File: config.mk
export PLATFORM = sky130hd
export DESIGN_NAME = balanced_partition_search_top
export DESIGN_NICKNAME = d
export VERILOG_FILES = /design/src/bps_pkg.sv /design/src/bps_elem_mem.sv /design/src/bps_comb_step.sv /design/src/balanced_partition_search_top.sv
export SDC_FILE = /design/constraint.sdc
export NUM_CORES = 1
export LEC_CHECK = 0
export BUFFER_PORTS_ARGS = -buffer_cell sky130_fd_sc_hd__clkbuf_2
export CAP_MARGIN = 20
export CORE_MARGIN = 3
export CORE_UTILIZATION = 40
export CTS_BUF_LIST = sky130_fd_sc_hd__clkbuf_16
export CTS_CLUSTER_DIAMETER = 60
export DETAILED_ROUTE_END_ITERATION = 10
export GPL_TIMING_DRIVEN = 0
export PLACE_DENSITY_LB_ADDON = 0.2
export SYNTH_ARGS = -nofsm -noshare
export SYNTH_HDL_FRONTEND = slang
export SYNTH_SLANG_ARGS = --single-unit
export TNS_END_PERCENT = 10
File: constraint.sdc
create_clock -name aclk -period 6.2 [get_ports aclk]
set_clock_uncertainty 0.05 [all_clocks]
set_input_delay 0.31 -clock aclk [delete_from_list [all_inputs] [get_ports aclk]]
set_output_delay 0.31 -clock aclk [all_outputs]
set_load 0.02 [all_outputs]
File: src/bps_pkg.sv
`timescale 1ns / 1ps

package bps_pkg;

    localparam int ELEM_W      = 16;
    localparam int DIFF_W      = 21;
    localparam int MASK_OUT_W  = 16;
    localparam int COUNT_OUT_W = 5;
    localparam int ACC_W       = 22;

    typedef struct packed {
        logic signed [ELEM_W-1:0] element_value;
        logic                     last_element;
    } in_item_t;

    typedef struct packed {
        logic [DIFF_W-1:0]      min_difference;
        logic [MASK_OUT_W-1:0]  best_split_mask;
        logic [COUNT_OUT_W-1:0] element_count;
    } out_item_t;

    typedef enum logic [2:0] {
        ST_LOAD,
        ST_INIT,
        ST_PREP,
        ST_EVAL,
        ST_DRAIN,
        ST_UPDATE,
        ST_EMIT
    } search_state_t;

endpackage

File: src/bps_elem_mem.sv
`timescale 1ns / 1ps

module bps_elem_mem
    import bps_pkg::*;
#(
    parameter int DEPTH = 16,
    parameter int AW    = 4
) (
    input  logic              aclk,
    input  logic              wr_en,
    input  logic [AW-1:0]     wr_addr,
    input  logic [ELEM_W-1:0] wr_data,
    input  logic [AW-1:0]     rd_addr,
    output logic [ELEM_W-1:0] rd_data
);

    logic [ELEM_W-1:0] mem [DEPTH];
    logic [ELEM_W-1:0] rd_data_reg;

    always_ff @(posedge aclk) begin
        if (wr_en) begin
            mem[wr_addr] <= wr_data;
        end
    end

    always_ff @(posedge aclk) begin
        rd_data_reg <= mem[rd_addr];
    end

    assign rd_data = rd_data_reg;

endmodule

File: src/bps_comb_step.sv
`timescale 1ns / 1ps

module bps_comb_step
    import bps_pkg::*;
#(
    parameter int WW = 17,
    parameter int CW = 5
) (
    input  logic [WW-1:0] word,
    input  logic [CW-1:0] count,
    output logic [WW-1:0] next_word,
    output logic          exhausted
);

    logic [WW-1:0] lowest;
    logic [WW-1:0] ripple;
    logic [WW-1:0] tail;
    logic [WW-1:0] result;
    int            tz;

    always_comb begin
        lowest = word & (~word + WW'(1));
        ripple = word + lowest;
        tz     = 0;
        for (int b = WW - 1; b >= 0; b--) begin
            if (word[b]) begin
                tz = b;
            end
        end
        tail      = ((ripple ^ word) >> 2) >> tz;
        result    = tail | ripple;
        exhausted = 1'b0;
        for (int b = 0; b < WW; b++) begin
            if (result[b] && (b >= int'(count))) begin
                exhausted = 1'b1;
            end
        end
        next_word = result;
    end

endmodule

File: src/balanced_partition_search_top.sv
`timescale 1ns / 1ps
// Channel   Direction  Ports                        Payload
// s_        in         s_valid s_ready s_payload    in_item_t  (one element per request)
// m_        out        m_valid m_ready m_payload    out_item_t (one result per set)
//
// Loading takes an element whenever s_valid is high; requests are taken only while loading.
// Search: C(n, floor(n/2)) + 1 candidates (a single one when n = 1), each passing
// ST_PREP, ST_EVAL (one element read per cycle from the single memory read port),
// ST_DRAIN and ST_UPDATE; ST_INIT precedes the search and ST_EMIT follows it.
// Reset: synchronous, active low; no memory clearing pass.
// A finished result waits in the output register; loading of the next set goes on
// meanwhile, and only a second result stalls until the first is taken.

module balanced_partition_search_top
    import bps_pkg::*;
#(
    parameter int MAX_ELEMS = 16
) (
    input  logic      aclk,
    input  logic      aresetn,
    input  logic      s_valid,
    output logic      s_ready,
    input  in_item_t  s_payload,
    output logic      m_valid,
    input  logic      m_ready,
    output out_item_t m_payload
);

    localparam int AW = $clog2(MAX_ELEMS);
    localparam int CW = $clog2(MAX_ELEMS + 1);
    localparam int WW = MAX_ELEMS + 1;

    search_state_t state_reg, state_next;

    logic [CW-1:0]        count_reg;
    logic [CW-1:0]        n_reg;
    logic [AW-1:0]        j_reg;
    logic [WW-1:0]        cur_w_reg;
    logic [WW-1:0]        sh_reg;
    logic                 bit_d_reg;
    logic                 rd_valid_reg;
    logic                 first_reg;
    logic [ACC_W-1:0]     acc_reg;
    logic [MAX_ELEMS-1:0] cand_mask_reg;
    logic [MAX_ELEMS-1:0] best_mask_reg;
    logic [DIFF_W-1:0]    best_diff_reg;
    logic                 m_valid_reg;
    out_item_t            m_payload_reg;

    logic [CW-1:0]     k;
    logic [CW-1:0]     n_load;
    logic              store_room;
    logic              mem_we;
    logic [AW-1:0]     rd_addr;
    logic [CW-1:0]     rd_index;
    logic [ELEM_W-1:0] rd_data;
    logic [ACC_W-1:0]  elem_ext;
    logic [ACC_W-1:0]  abs_acc;
    logic [DIFF_W-1:0] cand_diff;
    logic [WW-1:0]     ones_k;
    logic [WW-1:0]     w_first;
    logic [WW-1:0]     step_word;
    logic              step_done;
    logic              eval_last;
    logic              out_free;
    logic              emit;
    logic [MAX_ELEMS+MASK_OUT_W-1:0] mask_wide;

    assign k          = n_reg >> 1;
    assign store_room = (count_reg < CW'(MAX_ELEMS));
    assign n_load     = store_room ? count_reg + CW'(1) : count_reg;
    assign rd_index   = n_reg - CW'(1) - CW'(j_reg);
    assign rd_addr    = rd_index[AW-1:0];
    assign eval_last  = (CW'(j_reg) == n_reg - CW'(1));
    assign out_free   = !m_valid_reg || m_ready;
    assign elem_ext   = {{(ACC_W-ELEM_W){rd_data[ELEM_W-1]}}, rd_data};
    assign abs_acc    = acc_reg[ACC_W-1] ? (~acc_reg + ACC_W'(1)) : acc_reg;
    assign cand_diff  = abs_acc[DIFF_W-1:0];
    assign mask_wide  = {{MASK_OUT_W{1'b0}}, best_mask_reg};

    always_comb begin
        for (int b = 0; b < WW; b++) begin
            ones_k[b]  = (b < int'(k));
            w_first[b] = (b >= int'(n_reg) - int'(k)) && (b < int'(n_reg));
        end
    end

    bps_elem_mem #(
        .DEPTH (MAX_ELEMS),
        .AW    (AW)
    ) u_mem (
        .aclk    (aclk),
        .wr_en   (mem_we),
        .wr_addr (count_reg[AW-1:0]),
        .wr_data (s_payload.element_value),
        .rd_addr (rd_addr),
        .rd_data (rd_data)
    );

    bps_comb_step #(
        .WW (WW),
        .CW (CW)
    ) u_step (
        .word      (cur_w_reg),
        .count     (n_reg),
        .next_word (step_word),
        .exhausted (step_done)
    );

    always_comb begin
        state_next = state_reg;
        case (state_reg)
            ST_LOAD: begin
                if (s_valid && s_payload.last_element) begin
                    state_next = ST_INIT;
                end
            end
            ST_INIT:  state_next = ST_PREP;
            ST_PREP:  state_next = ST_EVAL;
            ST_EVAL: begin
                if (eval_last) begin
                    state_next = ST_DRAIN;
                end
            end
            ST_DRAIN: state_next = ST_UPDATE;
            ST_UPDATE: begin
                if (first_reg ? (k == '0) : step_done) begin
                    state_next = ST_EMIT;
                end else begin
                    state_next = ST_PREP;
                end
            end
            ST_EMIT: begin
                if (out_free) begin
                    state_next = ST_LOAD;
                end
            end
            default: state_next = ST_LOAD;
        endcase
    end

    always_comb begin
        s_ready = (state_reg == ST_LOAD);
        mem_we  = (state_reg == ST_LOAD) && s_valid && store_room;
        emit    = (state_reg == ST_EMIT) && out_free;
    end

    always_ff @(posedge aclk) begin
        if (!aresetn) begin
            state_reg    <= ST_LOAD;
            count_reg    <= '0;
            rd_valid_reg <= 1'b0;
            first_reg    <= 1'b0;
            m_valid_reg  <= 1'b0;
        end else begin
            state_reg    <= state_next;
            rd_valid_reg <= (state_reg == ST_EVAL);
            if (s_valid && s_ready) begin
                count_reg <= s_payload.last_element ? '0 : n_load;
            end
            if (state_reg == ST_INIT) begin
                first_reg <= 1'b1;
            end else if (state_reg == ST_UPDATE) begin
                first_reg <= 1'b0;
            end
            if (emit) begin
                m_valid_reg <= 1'b1;
            end else if (m_ready) begin
                m_valid_reg <= 1'b0;
            end
        end
    end

    always_ff @(posedge aclk) begin
        if (s_valid && s_ready) begin
            n_reg <= n_load;
        end
        case (state_reg)
            ST_INIT: begin
                cur_w_reg <= w_first;
            end
            ST_PREP: begin
                sh_reg        <= cur_w_reg;
                j_reg         <= '0;
                acc_reg       <= '0;
                cand_mask_reg <= '0;
            end
            ST_EVAL: begin
                sh_reg    <= sh_reg >> 1;
                bit_d_reg <= sh_reg[0];
                j_reg     <= j_reg + AW'(1);
            end
            ST_UPDATE: begin
                if (first_reg || (cand_diff < best_diff_reg)) begin
                    best_diff_reg <= cand_diff;
                    best_mask_reg <= cand_mask_reg;
                end
                cur_w_reg <= first_reg ? ones_k : step_word;
            end
            default: begin
            end
        endcase
        if (rd_valid_reg) begin
            acc_reg       <= bit_d_reg ? acc_reg + elem_ext : acc_reg - elem_ext;
            cand_mask_reg <= {cand_mask_reg[MAX_ELEMS-2:0], bit_d_reg};
        end
        if (emit) begin
            m_payload_reg.min_difference  <= best_diff_reg;
            m_payload_reg.best_split_mask <= mask_wide[MASK_OUT_W-1:0];
            m_payload_reg.element_count   <= COUNT_OUT_W'(n_reg);
        end
    end

    assign m_valid   = m_valid_reg;
    assign m_payload = m_payload_reg;

    a_count_bound: assert property (@(posedge aclk) disable iff (!aresetn)
        count_reg <= CW'(MAX_ELEMS))
        else $error("load count beyond store depth");

    a_read_in_set: assert property (@(posedge aclk) disable iff (!aresetn)
        (state_reg == ST_EVAL) |-> (rd_index < n_reg))
        else $error("element read outside loaded set");

    a_cand_weight: assert property (@(posedge aclk) disable iff (!aresetn)
        (state_reg == ST_UPDATE) |-> ($countones(cand_mask_reg) == int'(k)))
        else $error("candidate split has wrong group size");

    a_no_load_in_search: assert property (@(posedge aclk) disable iff (!aresetn)
        (state_reg == ST_EVAL || state_reg == ST_DRAIN) |-> !mem_we)
        else $error("element write during search");

    a_result_from_emit: assert property (@(posedge aclk) disable iff (!aresetn)
        $rose(m_valid_reg) |-> $past(state_reg == ST_EMIT))
        else $error("result raised outside emit");

endmodule
# --- After elaboration in Yosys (flattened, before gate mapping) ---
# Memory sizes are Yosys's and may differ from the RTL's. A register that Yosys moved wholly into a read port is not among the register bits.
# Cells that the tools add are included.
word_totals:
  word_cells: 221
  n_memories: 1
  rom_bits: 0
  output_inout_bits: 44
  input_bits: 21
  latch_bits: 0
  ram_bits: 256
  ff_bits: 172
classes:
  div: 0
  multipliers: 0
  n_eq_ne: 10
  bitwise: 5
  muxes: 58
  shift: 1
  magnitude_cmp: 70
  add_sub_neg: 10
  reduce_logical: 49
memory_table:
  columns: ["name", "depth", "width", "read_ports", "rd_ports_with_merged_regs", "write_ports", "line_no", "rtl"]
  rows:
  - ["u_mem.mem", 16, 16, 1, 1, 1, "bps_elem_mem.sv:17", "logic [ELEM_W-1:0] mem [DEPTH];"]
ops:
  columns: ["cell", "n"]
  rows:
  - ["$mux W32", 16]
  - ["$pmux W17 S2", 2]
  - ["$mux W22", 3]
  - ["$ge A5 B6 Y1 const A", 8]
  - ["$ge A4 B5 Y1 const A", 8]
  - ["$lt A4 B5 Y1 const A", 8]
  - ["$logic_and A1 B1 Y1", 38]
  - ["$lt A4 B4 Y1 const A", 8]
  - ["$mux W16", 2]
  - ["$shr A15 B32 Y17", 1]
  - ["$ge A4 B6 Y1 const A", 4]
  - ["$mux W1", 24]
  - ["$add A22 B22 Y22", 1]
  - ["$sub A22 B22 Y22", 1]
  - ["$add A21 B1 Y21 const B", 1]
  - ["$lt A21 B21 Y1", 1]
  - ["$mux W21", 1]
  - ["$not A21 Y21", 1]
  - ["$pmux W3 S7", 1]
  - ["$ge A3 B5 Y1 const A", 4]
  - ["$lt A3 B5 Y1 const A", 4]
  - ["$add A17 B1 Y17 const B", 1]
  - ["$add A17 B17 Y17", 1]
  - ["$and A17 B17 Y17", 1]
  - ["other kinds (40)", 63]

# --- Logic depth before layout (Yosys ltp) ---
logic_depth:
  word_depth: 40
  depth_mapped: 18
  mapped_depth_nobuf: 18

# --- By module ---
# A second synthesis with hierarchy kept.
hier_totals:
  hier_cells: 1633
  area_unflattened_um2: 21652.0
by_module_without_submodules:
  columns: ["mod", "instances", "area_each_um2", "cells_per_inst"]
  rows:
  - ["bps_elem_mem", 1, 10043.4, 432]
  - ["balanced_partition_search_top", 1, 9273.9, 821]
  - ["bps_comb_step", 1, 2334.7, 380]

# --- Worst setup path after synthesis ---
# Ideal clock, no wire load.
synth_timing:
  path_kind: "register to register"
  startpoint: "register acc_reg[3]"
  endpoint: "register best_diff_reg[0], enable pin"
  setup_slack_ns: 1.016
  setup_time_ns: 0.444
  path_stages_with_launch: 14
  arrival_time_ns: 4.690
  required_ns: 5.706
  path_cell_list: "edfxtp_1 > nor3_1 > nand3_1 > or2_2 > o41ai_1 > xnor2_1 > ha_1 > o21a_1 > o211ai_1 > nor2_1 > a2111oi_0 > o31ai_1 > a221o_1 > a21oi_1"
synth_between:
  elab_chain_cells: 6
synth_rtl:
  columns: ["item", "line_no", "rtl"]
  rows:
  - ["start: declaration", "balanced_partition_search_top.sv:43", "logic [ACC_W-1:0] acc_reg;"]
  - ["start signal: assignment", "balanced_partition_search_top.sv:204", "acc_reg <= bit_d_reg ? acc_reg + elem_ext : acc_reg - elem_ext;"]
  - ["$not A21 Y21", "balanced_partition_search_top.sv:77", "assign abs_acc = acc_reg[ACC_W-1] ? (~acc_reg + ACC_W'(1)) : acc_reg;"]
  - ["$add A21 B1 Y21", "balanced_partition_search_top.sv:77", null]
  - ["$mux W21", "balanced_partition_search_top.sv:77", null]
  - ["net abs_acc[9]", "balanced_partition_search_top.sv:58", "logic [ACC_W-1:0] abs_acc;"]
  - ["$lt A21 B21 Y1", "balanced_partition_search_top.sv:194", "if (first_reg || (cand_diff < best_diff_reg)) begin"]
  - ["$logic_or A1 B1 Y1", "balanced_partition_search_top.sv:194", null]
  - ["$reduce_and A2 Y1 (no source line)", null, null]
  - ["end signal: assignment", "balanced_partition_search_top.sv:195", "best_diff_reg <= cand_diff;"]
  - ["end: declaration", "balanced_partition_search_top.sv:46", "logic [DIFF_W-1:0] best_diff_reg;"]
# The timed path passes the listed nets, and every way through them passes these cells.
# A chain may end at the register's enable or synchronous reset.

# --- Worst setup path after layout ---
layout_timing:
  startpoint: "register n_reg[0]"
  endpoint: "register u_mem.rd_data_reg[6] (netlist: u_mem.rd_data[6]), read port of u_mem.mem"
layout_between:
  elab_chain_cells: 2
layout_rtl:
  columns: ["item", "line_no", "rtl"]
  rows:
  - ["start: declaration", "balanced_partition_search_top.sv:36", "logic [CW-1:0] n_reg;"]
  - ["start signal: assignment", "balanced_partition_search_top.sv:176", "n_reg <= n_load;"]
  - ["$sub A5 B1 Y5", null, null]
  - ["$sub A4 B4 Y4", "balanced_partition_search_top.sv:72", "assign rd_index = n_reg - CW'(1) - CW'(j_reg);"]
  - ["end: declaration", "bps_elem_mem.sv:18", "logic [ELEM_W-1:0] rd_data_reg;"]
# No other way between the ends.

==> results by stage <==
Floorplanning:
- The die outline width is 237.8 microns.
- The overall die area is 56540 sq um.
- 65 I/O pins were placed.
- The total area inside the core boundary comes to 52870 sq um.
- Measured along the y axis, the die boundary spans 237.8 microns.
- The initial core utilization is 0.4065.
- Row generation in the floorplan step produced 84 rows.

Route:
- The post-detailed-routing wire length is 53140 microns.
- The remaining design rule violation count is 0.
- The residual antenna-violating net count after detailed routing is 0.
- The detailed-routing iteration count for the pre-antenna-repair pass is 6.
- After detailed routing, the average wire length per cell comes to 21.12 microns.
- The first-iteration detailed-routing DRC count is 1138.
- The final route contains 13894 vias.
- The average vias per placed instance is 5.522.

STA:
- The post-route fraction of the period consumed by the critical path is 0.7483.
- The post-layout minimum cycle time is 4639 ps.
- The achievable frequency is 0.2156 GHz.
- At the pin with the least slew margin, the transition time is 1014 ps.
- The headroom to the max-slew limit is 0.3241.
- Setup repair after global routing left no endpoint under its margin.
- The final number of max-transition violations is 0.
- Setup slack closes at 1561 ps.
- The final-report setup violation count is 0.
- The count of endpoints failing hold in the final timing report is 0.

Setup path:
- The capture instance of the worst register-to-register path is u_mem.rd_data[6].
- The cell seen most often among critical-path stages is clkbuf_1.
- The startpoint of the most critical setup path is n_reg[0].
- The critical path endpoint is u_mem.rd_data[6].
- The largest fanout on the critical path is 11.
- The kind of cell adding the most delay to the critical path is buffers and inverters.
- The count of buffering cells on the critical path with inverters included is 5.
- The category of the worst setup path launch point is a flop.
- The slowest stage of the critical path is the clkbuf_1 cell.
- The critical path is of the reg -> reg type.
- The critical path endpoint category is a flop.
- The worst-case register-to-register setup slack is 1560 ps.
- The critical path goes through inv_1, ha_1, inv_1, fa_1, clkbuf_1, clkbuf_1, clkbuf_1, mux4_2, mux2i_1, a21oi_1.
- The depth of the worst register-to-register path is 10.
- The source of the worst register-to-register timing path is n_reg[0].
- In this run the number of cells on the critical path is 10.
- The worst stage delay on the critical path is 650 ps.
- The worst path arrival time is 5030 ps.
- Data on the critical path is required at its endpoint by 6590 ps.

Cells and area:
- From synthesis to final layout, the design area changed by 15.39%.
- The share of cells above drive strength 1 is 0.1572.
- In the layout the commonest cells are edfxtp_1 (417), nand2_1 (163), nor2_1 (113).
- The leading cell type in the layout, fill and taps excluded is edfxtp_1.
- For this run, the share of the core covered by cells in the final layout is 0.4691.
- The net count of the finished layout is 1879.
- The number of inserted filler cells in the final layout is 4737.
- The number of flip-flops under the largest register name is 256.
- The final design instance area without fill is 24800 sq um.

CTS:
- The clock passes through at most 3 buffers.
- The insertion delay to the later sink of the worst-skew pair is 600 ps.
- Counting every sink on the clock net gives 444.
- After clock tree synthesis, the clock-pin slew on the worst setup and hold paths is 60 ps.
- TritonCTS built the clock tree.
- In this run the clock root is driven by a clkbuf_16.
- Clock tree synthesis inserted a total of 50 buffers.
- The post-CTS setup-driven buffer insertion count is 0.
- The total number of H-tree levels is 2.

Synthesis:
- The distinct cell type count after synthesis is 80.
- Summing every instance area after synthesis gives 21490 sq um.
- The share of the synthesized area in compound gates (AO/OA/AOI/OAI) came to 0.09944.
- The average instance in the mapped netlist occupies 13.06 sq um.
- The flop and latch count out of synthesis is 444.
- Of the post-synthesis cell area, the part taken by muxes is 0.08413.
- The share of synthesized flip-flops with an asynchronous set or reset is 0.
- After synthesis, the largest family of logic cells by area is simple AND/OR/NAND/NOR gates.
- The post-synthesis xor/xnor area fraction is 0.02771.
- Synthesis produced a netlist with a net count of 1741.
- The most instantiated flip-flop cell in the synthesis netlist is edfxtp_1.
- The number of instances in the synthesized netlist is 1646.
- The post-synthesis sequential area ratio is 0.6078.
- The area share of fa/ha/maj cells after synthesis is 0.04413.
- The total number of yosys warnings is 0.
- In this run, synthesis inferred 417 flip-flops with an integrated enable.
- The simple-gate portion of the synthesized area is 0.1109.

GRT:
- The first-pass GRT wire length is 82720 microns.
- The initial antenna violation count is 3.
- The pin count of the biggest net entering global routing is 31.
- For this run the aggregate overflow at the end of global routing stands at 0.
- The via count of the first global-routing pass was 14005.
- Across every metal layer, demand over resource in global routing totals 0.1891.

Place:
- The last weighted congestion value of the routability-driven placer is 0.9062.
- During placement, the flow inserted port buffers numbering 64.
- The pre-CTS setup slack is 1484 ps.
- Once placement finished, the instance area stood at 23100 sq um.
- The placed wire-length estimate is 39170 microns.

Flow run:
- The reported max-cap violation count is 0.

Pwr:
- Dividing total power by cell area gives a power density of 322.2 nW/um^2.
- The leakage dissipation is 8.729 nW.
- The worst-case IR drop observed on VDD is 248.5 uV.

Worst hold path:
- Counting instances, the worst hold path has a depth of 1.
- The class of the tightest hold or removal check is in -> reg.

Run status:
- The flow ran to the end, and the final reports show no timing, DRC or antenna violations.
## Yosys cell counts, types with 6 or more instances
library cell | n | share of area
a211oi_1 | 29 | 0.010
a21o_1 | 7 | 0.0024
a21oi_1 | 75 | 0.017
a221oi_1 | 7 | 0.0029
a22oi_1 | 6 | 0.0021
a31oi_1 | 16 | 0.0047
and2_1 | 30 | 0.0087
and3_1 | 12 | 0.0035
buf_1 | 8 | 0.0014
buf_2 | 9 | 0.0021
clkbuf_1 | 59 | 0.010
dfxtp_1 | 27 | 0.025
edfxtp_1 | 417 | 0.58
ha_1 | 71 | 0.041
inv_1 | 63 | 0.011
mux2_2 | 10 | 0.0052
mux2i_1 | 24 | 0.011
mux4_2 | 64 | 0.067
nand2_1 | 163 | 0.028
nand2b_1 | 22 | 0.0064
nand3_1 | 35 | 0.0082
nor2_1 | 126 | 0.022
nor2b_1 | 37 | 0.011
nor3_1 | 26 | 0.0061
nor4_1 | 9 | 0.0026
o211ai_1 | 9 | 0.0031
o21a_1 | 9 | 0.0031
o21ai_0 | 72 | 0.017
o221ai_1 | 6 | 0.0024
o22ai_1 | 7 | 0.0020
o31ai_1 | 12 | 0.0042
or2_2 | 8 | 0.0023
or3_1 | 8 | 0.0023
xnor2_1 | 37 | 0.015
xor2_1 | 31 | 0.013
## metal layers
metal  up-vias  wire length [microns]  track usage
met2       410                  25440       0.3129
li1       6537                      -            -
met3        93                   2751      0.03376
met1      6854                  23330       0.2515
met5         -                      0            0
met4         0                   1627      0.06803
## layout make-up
| type | count | area (sq um) | share of cell area |
|---|---|---|---|
| inverters | 63 | 236.5 | 0.009536 |
| plain buffers | 78 | 319.1 | 0.01287 |
| clock buffers | 50 | 1251 | 0.05046 |
| multi-input cells | 1061 | 7958 | 0.3209 |
| repair buffers | 86 | 669.4 | 0.02699 |
| flip-flops and latches | 444 | 13060 | 0.5268 |
| well taps | 688 | 860.8 | 0.03471 |
| diodes | 2 | 5.005 | 0.0002018 |
| clock inverters | 44 | 435.4 | 0.01756 |
## worst min-delay path by stage
stage / start / endpoint
global route: s_payload[0] / count_reg[1]
global placement: cand_mask_reg[15] / best_mask_reg[15]
finish: s_payload[11] / u_mem.mem[14][10]
CTS: s_payload[0] / count_reg[1]
floorplan: cand_mask_reg[15] / best_mask_reg[15]
detailed placement: best_mask_reg[9] / m_payload[14]
## metrics by stage
step / std cells / power, W / hold WS (ps) / setup TNS [ps]
2_1_floorplan: 1646 / 0.004643 / 350.3 / 0
3_3_place_gp: 2398 / 0.005071 / 354.1 / -4096
3_5_place_dp: 2419 / 0.005098 / 354.5 / 0
4_1_cts: 2514 / 0.008076 / 75.18 / 0
5_1_grt: 2515 / 0.008368 / 93.93 / 0
6_report: 2516 / 0.007990 / 103.1 / 0
## where the power goes
group	leakage, nW	internal [W]	switching (W)
combinational	3.86	0.000620	0.000941
clock	0.860	0.00174	0.00121
sequential	4.01	0.00339	0.0000856
total	8.73	0.00575	0.00224
## logic make-up after synthesis
family / Yosys count
simple gates: 500
flops: 444
compound gates: 320
buf+inv: 141
mux: 99
fa+ha+maj: 74
xor+xnor: 68
## timing repair
item / 4_1_cts / 5_1_grt
hold buffers: 1 / 0
endpoints found under the hold margin: 2 / 0
gates resized for setup: 0 / 0
(Power assumes the default switching activity.)
